File: config.mk
export PLATFORM = sky130hd
export DESIGN_NAME = power_budget_step_controller
export DESIGN_NICKNAME = d
export VERILOG_FILES = /design/src/pbsc_pkg.sv /design/src/pbsc_div.sv /design/src/power_budget_step_controller.sv
export SDC_FILE = /design/constraint.sdc
export NUM_CORES = 2
export LEC_CHECK = 0
export BUFFER_PORTS_ARGS = -buffer_cell sky130_fd_sc_hd__buf_4
export CAP_MARGIN = 20
export CORE_MARGIN = 3
export CORE_UTILIZATION = 46
export CTS_CLUSTER_DIAMETER = 200
export DETAILED_ROUTE_END_ITERATION = 16
export GPL_ROUTABILITY_DRIVEN = 0
export SETUP_SLACK_MARGIN = 0.1
export SYNTH_ARGS = -nofsm -noshare
export SYNTH_HDL_FRONTEND = slang
export SYNTH_HIERARCHICAL = 1
export SYNTH_SLANG_ARGS = --single-unit
File: constraint.sdc
create_clock -name clk -period 11.55 [get_ports clk]
set_input_delay 2.31 -clock clk [delete_from_list [all_inputs] [get_ports clk]]
set_output_delay 2.31 -clock clk [all_outputs]
set_load 0.02 [all_outputs]
File: src/pbsc_pkg.sv
package pbsc_pkg;

  localparam int BUDGET_W = 18;
  localparam int TARGET_W = 7;
  localparam int OUT_W    = 15;
  localparam int CNT_W    = 16;
  localparam int RATED_W  = 16;
  localparam int GAIN_W   = 16;
  localparam int CLAMP_W  = 7;
  localparam int CFG_IDX_W = 3;
  localparam int CFG_DATA_W = 16;
  localparam int PROD_W   = 40;
  localparam int MUL_A_W  = 33;
  localparam int MUL_B_W  = 16;
  localparam int GAIN_FRAC = 12;

  localparam logic [MUL_B_W-1:0] PCT_SCALE = MUL_B_W'(100);

  localparam logic [RATED_W-1:0] RATED_RST   = RATED_W'(2000);
  localparam logic [GAIN_W-1:0]  GAIN_RST    = GAIN_W'(4096);
  localparam logic [CLAMP_W-1:0] CLAMP_RST   = CLAMP_W'(10);
  localparam logic [CNT_W-1:0]   TIMEOUT_RST = CNT_W'(300);
  localparam logic [CNT_W-1:0]   RECOVER_RST = CNT_W'(300);

  localparam logic [CFG_IDX_W-1:0] REG_PERCENT_MODE = 3'd0;
  localparam logic [CFG_IDX_W-1:0] REG_RATED_POWER  = 3'd1;
  localparam logic [CFG_IDX_W-1:0] REG_MARGIN       = 3'd2;
  localparam logic [CFG_IDX_W-1:0] REG_ERROR_GAIN   = 3'd3;
  localparam logic [CFG_IDX_W-1:0] REG_STEP_CLAMP   = 3'd4;
  localparam logic [CFG_IDX_W-1:0] REG_TIMEOUT      = 3'd5;
  localparam logic [CFG_IDX_W-1:0] REG_RECOVERY     = 3'd6;

  typedef enum logic [5:0] {
    S_IDLE  = 6'b000001,
    S_MUL   = 6'b000010,
    S_SCALE = 6'b000100,
    S_DIV   = 6'b001000,
    S_WAIT  = 6'b010000,
    S_UPD   = 6'b100000
  } pbsc_state_t;

endpackage

File: src/pbsc_div.sv
module pbsc_div
  import pbsc_pkg::*;
#(
  parameter int DW = 36
) (
  input  logic               clk,
  input  logic               rst_n,
  input  logic               start,
  input  logic [DW-1:0]      dividend,
  input  logic [RATED_W-1:0] divisor,
  output logic               busy,
  output logic [DW-1:0]      quotient
);

  localparam int CW = $clog2(DW + 1);

  logic [RATED_W-1:0] rem_r, rem_nxt;
  logic [DW-1:0]      quo_r, quo_nxt;
  logic [RATED_W-1:0] dvs_r;
  logic [CW-1:0]      cnt_r, cnt_nxt;
  logic               busy_r, busy_nxt;
  logic [RATED_W:0]   shifted;
  logic [RATED_W:0]   trial;

  always_comb begin
    shifted  = {rem_r, quo_r[DW-1]};
    trial    = shifted - {1'b0, dvs_r};
    rem_nxt  = rem_r;
    quo_nxt  = quo_r;
    cnt_nxt  = cnt_r;
    busy_nxt = busy_r;
    if (start) begin
      rem_nxt  = '0;
      quo_nxt  = dividend;
      cnt_nxt  = CW'(DW);
      busy_nxt = 1'b1;
    end else if (busy_r) begin
      if (!trial[RATED_W]) begin
        rem_nxt = trial[RATED_W-1:0];
      end else begin
        rem_nxt = shifted[RATED_W-1:0];
      end
      quo_nxt  = {quo_r[DW-2:0], ~trial[RATED_W]};
      cnt_nxt  = cnt_r - CW'(1);
      busy_nxt = (cnt_r != CW'(1));
    end
  end

  always_ff @(posedge clk) begin
    if (!rst_n) begin
      busy_r <= 1'b0;
      cnt_r  <= '0;
    end else begin
      busy_r <= busy_nxt;
      cnt_r  <= cnt_nxt;
    end
  end

  always_ff @(posedge clk) begin
    rem_r <= rem_nxt;
    quo_r <= quo_nxt;
    if (start) begin
      dvs_r <= divisor;
    end
  end

  assign busy     = busy_r;
  assign quotient = quo_r;

endmodule

File: src/power_budget_step_controller.sv
// Power budget step controller.
// Input channel (in_valid/in_ready): one transaction per control tick with the
// surplus power budget, the percent target, the enable and the fresh flag.
// Output channel (out_valid/out_ready): one transaction per tick with the new
// output percentage (Q7.8 by default), a changed flag and the watchdog flag.
// Configuration: cfg_we writes cfg_wdata into register cfg_index at the clock
// edge; write only while no tick is in flight.
// Each tick runs from acceptance through the states S_MUL, S_SCALE, S_DIV and
// S_WAIT to S_UPD, which commits it and raises out_valid: two passes through one shared
// multiplier (gain by budget, then by 100) and a one-bit-per-cycle restoring
// divide by the rated power. in_ready is high only while the sequencer is idle,
// so a new tick is accepted only after the last one has committed.
// The result sits in an output register; the next tick is accepted while it
// waits. If the receiver stalls with a result still held, the next tick
// finishes its arithmetic and holds before committing state.
// Reset (rst_n low, synchronous) zeroes the internal current percentage and both
// watchdog counters and loads the register defaults.
module power_budget_step_controller
  import pbsc_pkg::*;
#(
  parameter int FRACTION_BITS = 8
) (
  input  logic                   clk,
  input  logic                   rst_n,
  input  logic                   in_valid,
  output logic                   in_ready,
  input  logic [BUDGET_W-1:0]    in_power_budget_watts,
  input  logic [TARGET_W-1:0]    in_target_percent,
  input  logic                   in_ctrl_enable,
  input  logic                   in_budget_fresh,
  output logic                   out_valid,
  input  logic                   out_ready,
  output logic [OUT_W-1:0]       out_output_percent,
  output logic                   out_output_changed,
  output logic                   out_watchdog_holding,
  input  logic                   cfg_we,
  input  logic [CFG_IDX_W-1:0]   cfg_index,
  input  logic [CFG_DATA_W-1:0]  cfg_wdata
);

  localparam int PCTW = 7 + FRACTION_BITS;
  localparam int NW   = PCTW + 2;
  localparam int DW   = PROD_W + FRACTION_BITS - GAIN_FRAC;
  localparam int EXTW = (PCTW > OUT_W) ? PCTW : OUT_W;
  localparam logic [PCTW-1:0] ONE_Q  = PCTW'(1) << FRACTION_BITS;
  localparam logic [PCTW-1:0] FULL_Q = PCTW'(100) << FRACTION_BITS;

  logic                 pct_mode_r;
  logic [RATED_W-1:0]   rated_r;
  logic [CNT_W-1:0]     margin_r;
  logic [GAIN_W-1:0]    gain_r;
  logic [CLAMP_W-1:0]   clamp_r;
  logic [CNT_W-1:0]     timeout_r;
  logic [CNT_W-1:0]     recovery_r;

  pbsc_state_t          state_r, state_nxt;
  logic [PCTW-1:0]      cur_r;
  logic [CNT_W-1:0]     wd_r;
  logic [CNT_W-1:0]     rc_r;

  logic signed [BUDGET_W-1:0] budget_r;
  logic [TARGET_W-1:0]  target_r;
  logic                 enable_r;
  logic                 fresh_r;
  logic [PROD_W-1:0]    prod_r;

  logic                 out_valid_r;
  logic [OUT_W-1:0]     out_pct_r;
  logic                 out_chg_r;
  logic                 out_hold_r;

  logic [BUDGET_W-1:0]  mag;
  logic [MUL_A_W-1:0]   mul_a;
  logic [MUL_B_W-1:0]   mul_b;
  logic [MUL_A_W+MUL_B_W-1:0] mul_p;
  logic [PROD_W+FRACTION_BITS-1:0] num;

  logic                 dv_start;
  logic                 dv_busy;
  logic [DW-1:0]        dv_q;

  logic                 commit;
  logic [CNT_W-1:0]     wd_base, wd_nxt;
  logic [CNT_W-1:0]     rc_nxt;
  logic [PCTW-1:0]      clamp_q;
  logic [PCTW-1:0]      tgt_q;
  logic [PCTW-1:0]      step_mag;
  logic signed [NW-1:0] cur_s, step_s, next_s;
  logic [PCTW-1:0]      next_pct;
  logic [EXTW-1:0]      next_ext;
  logic signed [BUDGET_W:0] b_ext, m_ext;
  logic                 outside;

  assign in_ready = (state_r == S_IDLE);
  assign commit   = (state_r == S_UPD) && (!out_valid_r || out_ready);

  always_comb begin
    mag   = budget_r[BUDGET_W-1] ? BUDGET_W'(-budget_r) : BUDGET_W'(budget_r);
    mul_a = (state_r == S_MUL) ? MUL_A_W'(mag) : prod_r[MUL_A_W-1:0];
    mul_b = (state_r == S_MUL) ? gain_r : PCT_SCALE;
    mul_p = mul_a * mul_b;
    num   = {prod_r, {FRACTION_BITS{1'b0}}};
  end

  assign dv_start = (state_r == S_DIV);

  pbsc_div #(
    .DW (DW)
  ) u_div (
    .clk      (clk),
    .rst_n    (rst_n),
    .start    (dv_start),
    .dividend (num[PROD_W+FRACTION_BITS-1:GAIN_FRAC]),
    .divisor  (rated_r),
    .busy     (dv_busy),
    .quotient (dv_q)
  );

  always_comb begin
    state_nxt = state_r;
    case (state_r)
      S_IDLE:  if (in_valid) state_nxt = S_MUL;
      S_MUL:   state_nxt = S_SCALE;
      S_SCALE: state_nxt = S_DIV;
      S_DIV:   state_nxt = S_WAIT;
      S_WAIT:  if (!dv_busy) state_nxt = S_UPD;
      S_UPD:   if (commit) state_nxt = S_IDLE;
      default: state_nxt = S_IDLE;
    endcase
  end

  always_comb begin
    wd_base = fresh_r ? '0 : wd_r;
    if (wd_base < timeout_r) begin
      wd_nxt = wd_base + CNT_W'(1);
      rc_nxt = (rc_r != '0) ? rc_r - CNT_W'(1) : rc_r;
    end else begin
      wd_nxt = wd_base;
      rc_nxt = recovery_r;
    end

    clamp_q = {clamp_r, {FRACTION_BITS{1'b0}}};
    tgt_q   = {target_r, {FRACTION_BITS{1'b0}}};
    if (rated_r == '0) begin
      step_mag = (mag == '0) ? '0 : clamp_q;
    end else if (dv_q > DW'(clamp_q)) begin
      step_mag = clamp_q;
    end else begin
      step_mag = dv_q[PCTW-1:0];
    end
    step_s = budget_r[BUDGET_W-1] ? -NW'(step_mag) : NW'(step_mag);

    b_ext   = {budget_r[BUDGET_W-1], budget_r};
    m_ext   = (BUDGET_W+1)'(margin_r);
    outside = (b_ext > m_ext) || (b_ext < -m_ext);

    cur_s  = NW'(cur_r);
    next_s = cur_s;
    if (pct_mode_r) begin
      if (tgt_q > cur_r) begin
        next_s = cur_s + NW'(ONE_Q);
      end else if (tgt_q < cur_r) begin
        next_s = cur_s - NW'(ONE_Q);
      end
    end else if ((rc_nxt != '0) || !enable_r) begin
      if (!enable_r) begin
        rc_nxt = '0;
      end
      if (cur_r != '0) begin
        next_s = cur_s - NW'(ONE_Q);
      end
    end else if (outside) begin
      next_s = cur_s + step_s;
    end

    if (next_s > $signed(NW'(FULL_Q))) begin
      next_pct = FULL_Q;
    end else if (next_s < 0) begin
      next_pct = '0;
    end else begin
      next_pct = next_s[PCTW-1:0];
    end
    next_ext = EXTW'(next_pct);
  end

  always_ff @(posedge clk) begin
    if (!rst_n) begin
      state_r     <= S_IDLE;
      cur_r       <= '0;
      wd_r        <= '0;
      rc_r        <= '0;
      out_valid_r <= 1'b0;
      pct_mode_r  <= 1'b0;
      rated_r     <= RATED_RST;
      margin_r    <= '0;
      gain_r      <= GAIN_RST;
      clamp_r     <= CLAMP_RST;
      timeout_r   <= TIMEOUT_RST;
      recovery_r  <= RECOVER_RST;
    end else begin
      state_r <= state_nxt;
      if (commit) begin
        cur_r       <= next_pct;
        wd_r        <= wd_nxt;
        rc_r        <= rc_nxt;
        out_valid_r <= 1'b1;
      end else if (out_ready) begin
        out_valid_r <= 1'b0;
      end
      if (cfg_we) begin
        case (cfg_index)
          REG_PERCENT_MODE: pct_mode_r <= cfg_wdata[0];
          REG_RATED_POWER:  rated_r    <= cfg_wdata[RATED_W-1:0];
          REG_MARGIN:       margin_r   <= cfg_wdata[CNT_W-1:0];
          REG_ERROR_GAIN:   gain_r     <= cfg_wdata[GAIN_W-1:0];
          REG_STEP_CLAMP:   clamp_r    <= cfg_wdata[CLAMP_W-1:0];
          REG_TIMEOUT:      timeout_r  <= cfg_wdata[CNT_W-1:0];
          REG_RECOVERY:     recovery_r <= cfg_wdata[CNT_W-1:0];
          default: ;
        endcase
      end
    end
  end

  always_ff @(posedge clk) begin
    if (in_valid && in_ready) begin
      budget_r <= in_power_budget_watts;
      target_r <= in_target_percent;
      enable_r <= in_ctrl_enable;
      fresh_r  <= in_budget_fresh;
    end
    if ((state_r == S_MUL) || (state_r == S_SCALE)) begin
      prod_r <= mul_p[PROD_W-1:0];
    end
    if (commit) begin
      out_pct_r  <= next_ext[OUT_W-1:0];
      out_chg_r  <= (next_pct != cur_r);
      out_hold_r <= (rc_nxt != '0);
    end
  end

  assign out_valid            = out_valid_r;
  assign out_output_percent   = out_pct_r;
  assign out_output_changed   = out_chg_r;
  assign out_watchdog_holding = out_hold_r;

`ifndef SYNTHESIS
  a_accept_starts: assert property (@(posedge clk) disable iff (!rst_n)
    (in_valid && in_ready) |=> (state_r == S_MUL))
    else $error("accepted transaction did not start the sequencer");

  a_pct_in_range: assert property (@(posedge clk) disable iff (!rst_n)
    cur_r <= FULL_Q)
    else $error("output percentage above full scale");

  a_div_busy_wait: assert property (@(posedge clk) disable iff (!rst_n)
    dv_busy |-> (state_r == S_WAIT))
    else $error("divider busy outside wait state");

  a_commit_valid: assert property (@(posedge clk) disable iff (!rst_n)
    commit |=> out_valid)
    else $error("committed tick did not raise out_valid");
`endif

endmodule
==> results.toml <==
[detailed_routing]
viasPerCell = 5.476
wire_per_inst_um = 19.24
drtIter0Drc = 1840
postRouteAntennaNets = 0
drcViolationCount = 0
via_count = 24620
dr.pass1.iters = 6
drt-total-wl_um = 86540

[timing]
hold_violations = 0
skew_ns = 0.04108
setup_viol = 0
layout_worst_path_cycle_share_pct = 77.93
report.final.slew_viol_count = 0
final.min_clock_period_ns = 9.000
timing.fmax_mhz = 111.1
tns_ns = 0
rsz0062_at_grt = "false"
worstMarginPinSlew_ns = 1.091
worst_hold_slack_ns = 0.4615
slew_headroom_pct = 26.50

[yosys]
synth_ff_type = "dfxtp_1"
synth-seq-area-share_pct = 23.28
syn_area_um2 = 31730
synth_area_per_cell_um2 = 9.196
yosys_warnings = 6
syn_inst = 3450
async_flop_share_pct = 0
ys_types = 110
ys_seq_elements = 301
synth_edf_count = 136

[grt]
grt_use_total_pct = 24.76
grt_pass1_vias = 24940
grt_max_degree = 84
grt_pass1_wl_um = 139200
grt_overflow = 0
antenna_found_initial = 0

[setup_path]
critPathKind = "reg2reg"
worst_path_max_delay_cell = "or4b_1"
cp_data_required_time_ns = 11.85
crit_top_cell = "fa_1"
start_kind = "flop"
slowest_delay_ns = 0.62
cp_max_fo = 13
arrival_ns = 9.31
critPathCaptureType = "flop"

[status]
status = "finished clean"

[finish]
layout.nets = 4236
final_cells = 4497
drive_gt1_share_pct = 7.066
design_area_um2 = 34750
mostFrequentLayoutCells = "nand2_1, inv_1, fa_1, ha_1, nor2_1"
final_common_cell = "nand2_1"
areaGrowthSynthToFinish_pct = 9.540

[clock_tree]
cts_resized = 0
clkTransAtPathRegs_ns = 0.06
clkSinkCount = 301
clock-root-buffer = "clkbuf_16"
tritoncts = "yes"
cts_made_buffers = 36
cts.htree.levels = 2
cts_hold_buf = 0
cts-root-to-sink-buffers = 3
insertion_delay_ns = 0.57
post_cts_buffers = 0

[die]
initial_core_util_pct = 46.83
die_x_um = 268.6
core_area_um2 = 67750
die_area_um2 = 72160
num_rows = 95
boundaryPins = 70
die_y_um = 268.6

[place]
dp_hpwl_um = 67350
placedInstanceArea_um2 = 33600
portBuffers = 69
dp_cells = 4432

[hold_path]
hp-class = "reg2reg"

[flow_run]
maxCapViolCount = 0
[metrics by stage]
stage          setup WS (ns)  utilization (%)
4_1_cts                2.615            51.29
2_1_floorplan          3.465                -
6_report               2.550            51.29
5_1_grt                1.970            51.29
3_5_place_dp           2.653            49.59
3_3_place_gp           2.756            49.59
[path summary, 6_finish.rpt]
check | slack [ns] | end | depth (start not counted) | from
worst max-delay path | 2.55 | prod_r[39] | 30 | budget_r[0]
worst min-delay path | 0.46 | timeout_r[4] | 2 | timeout_r[4]
worst max register to register | 2.55 | prod_r[39] | 30 | budget_r[0]
worst min register to register | 0.46 | timeout_r[4] | 2 | timeout_r[4]
[state kept, by name, indices dropped and copies added (netlist names), 7 cells and up]
register and flops:
prod_r 40, rc_r 16, u_div/dvs_r 16, wd_r 16, budget_r 18, gain_r 16
target_r 7, margin_r 16, out_output_percent 15, u_div/rem_r 16, clamp_r 7, u_div/quotient 36
rated_r 16, timeout_r 16, recovery_r 16, cur_r 15
[cell usage after synthesis (13+ instances only)]
library cell / count / share of area, %
o31ai_1: 13 / 0.31
nand4_1: 18 / 0.35
or4_1: 13 / 0.31
nand3_1: 61 / 0.96
ha_1: 188 / 7.4
a21o_1: 31 / 0.73
a22oi_1: 44 / 1.0
nor4_1: 30 / 0.59
a21oi_1: 108 / 1.7
inv_1: 452 / 5.3
xnor2_1: 93 / 2.6
buf_1: 13 / 0.15
edfxtp_1: 136 / 13
and2_1: 57 / 1.1
o21a_1: 23 / 0.54
nand2b_1: 26 / 0.51
a211oi_1: 29 / 0.69
nor2b_1: 62 / 1.2
nor2_1: 178 / 2.1
xor2_1: 46 / 1.3
o211ai_1: 16 / 0.38
mux2_2: 36 / 1.3
mux2i_1: 14 / 0.44
fa_1: 400 / 25
nand2_1: 513 / 6.1
and3_1: 69 / 1.4
nor3_1: 67 / 1.1
or3_1: 21 / 0.41
a31oi_1: 20 / 0.39
dfxtp_1: 165 / 10
clkbuf_1: 113 / 1.3
o21ai_0: 94 / 1.5
a21boi_0: 95 / 2.2
[metal layers]
metal	global-route usage, %	wire [um]
met1	33.96	37930
met3	3.623	5263
met2	41.54	41220
met4	5.922	2138
met5	0	0
[final cells by class]
cell class | instances | area [um^2]
Antenna cell | 1 | 2.502
Clock buffer | 49 | 1020
Clock inverter | 15 | 133.9
Fill cell | 6427 | 33000
Inverter | 454 | 1704
Multi-Input combinational cell | 2698 | 22620
Sequential cell | 301 | 7387
Tap cell | 873 | 1092
Timing Repair Buffer | 106 | 795.8
[worst max-delay path: cells and delay by family (launching register included)]
| kind | cells | cell delay, ns |
|---|---|---|
| AOI/OAI and AO/OA | 10 | 2.42 |
| adders and majority gates | 8 | 3.59 |
| xor gates and xnor gates | 2 | 0.29 |
| buffers and inverters | 5 | 0.68 |
| DFF | 1 | 0.56 |
| and+or+nand+nor | 5 | 1.22 |
[logic make-up (layout without fill, tap and decap cells)]
kind of cell               Yosys count  after routing  share of synthesized area (%)
xor gates and xnor gates           141            141                          3.975
and+or+nand+nor                   1176           1176                          17.95
muxes                               50             50                          1.719
other                                2            151                        0.02367
AOI/OAI and AO/OA                  593            593                          13.09
DFF                                301            301                          23.28
buffers and inverters              599            624                          7.304
adders and majority gates          588            588                          32.65
Power is not shown: default switching activity piles up to over one toggle a cycle in this logic, so the estimate is an artifact.
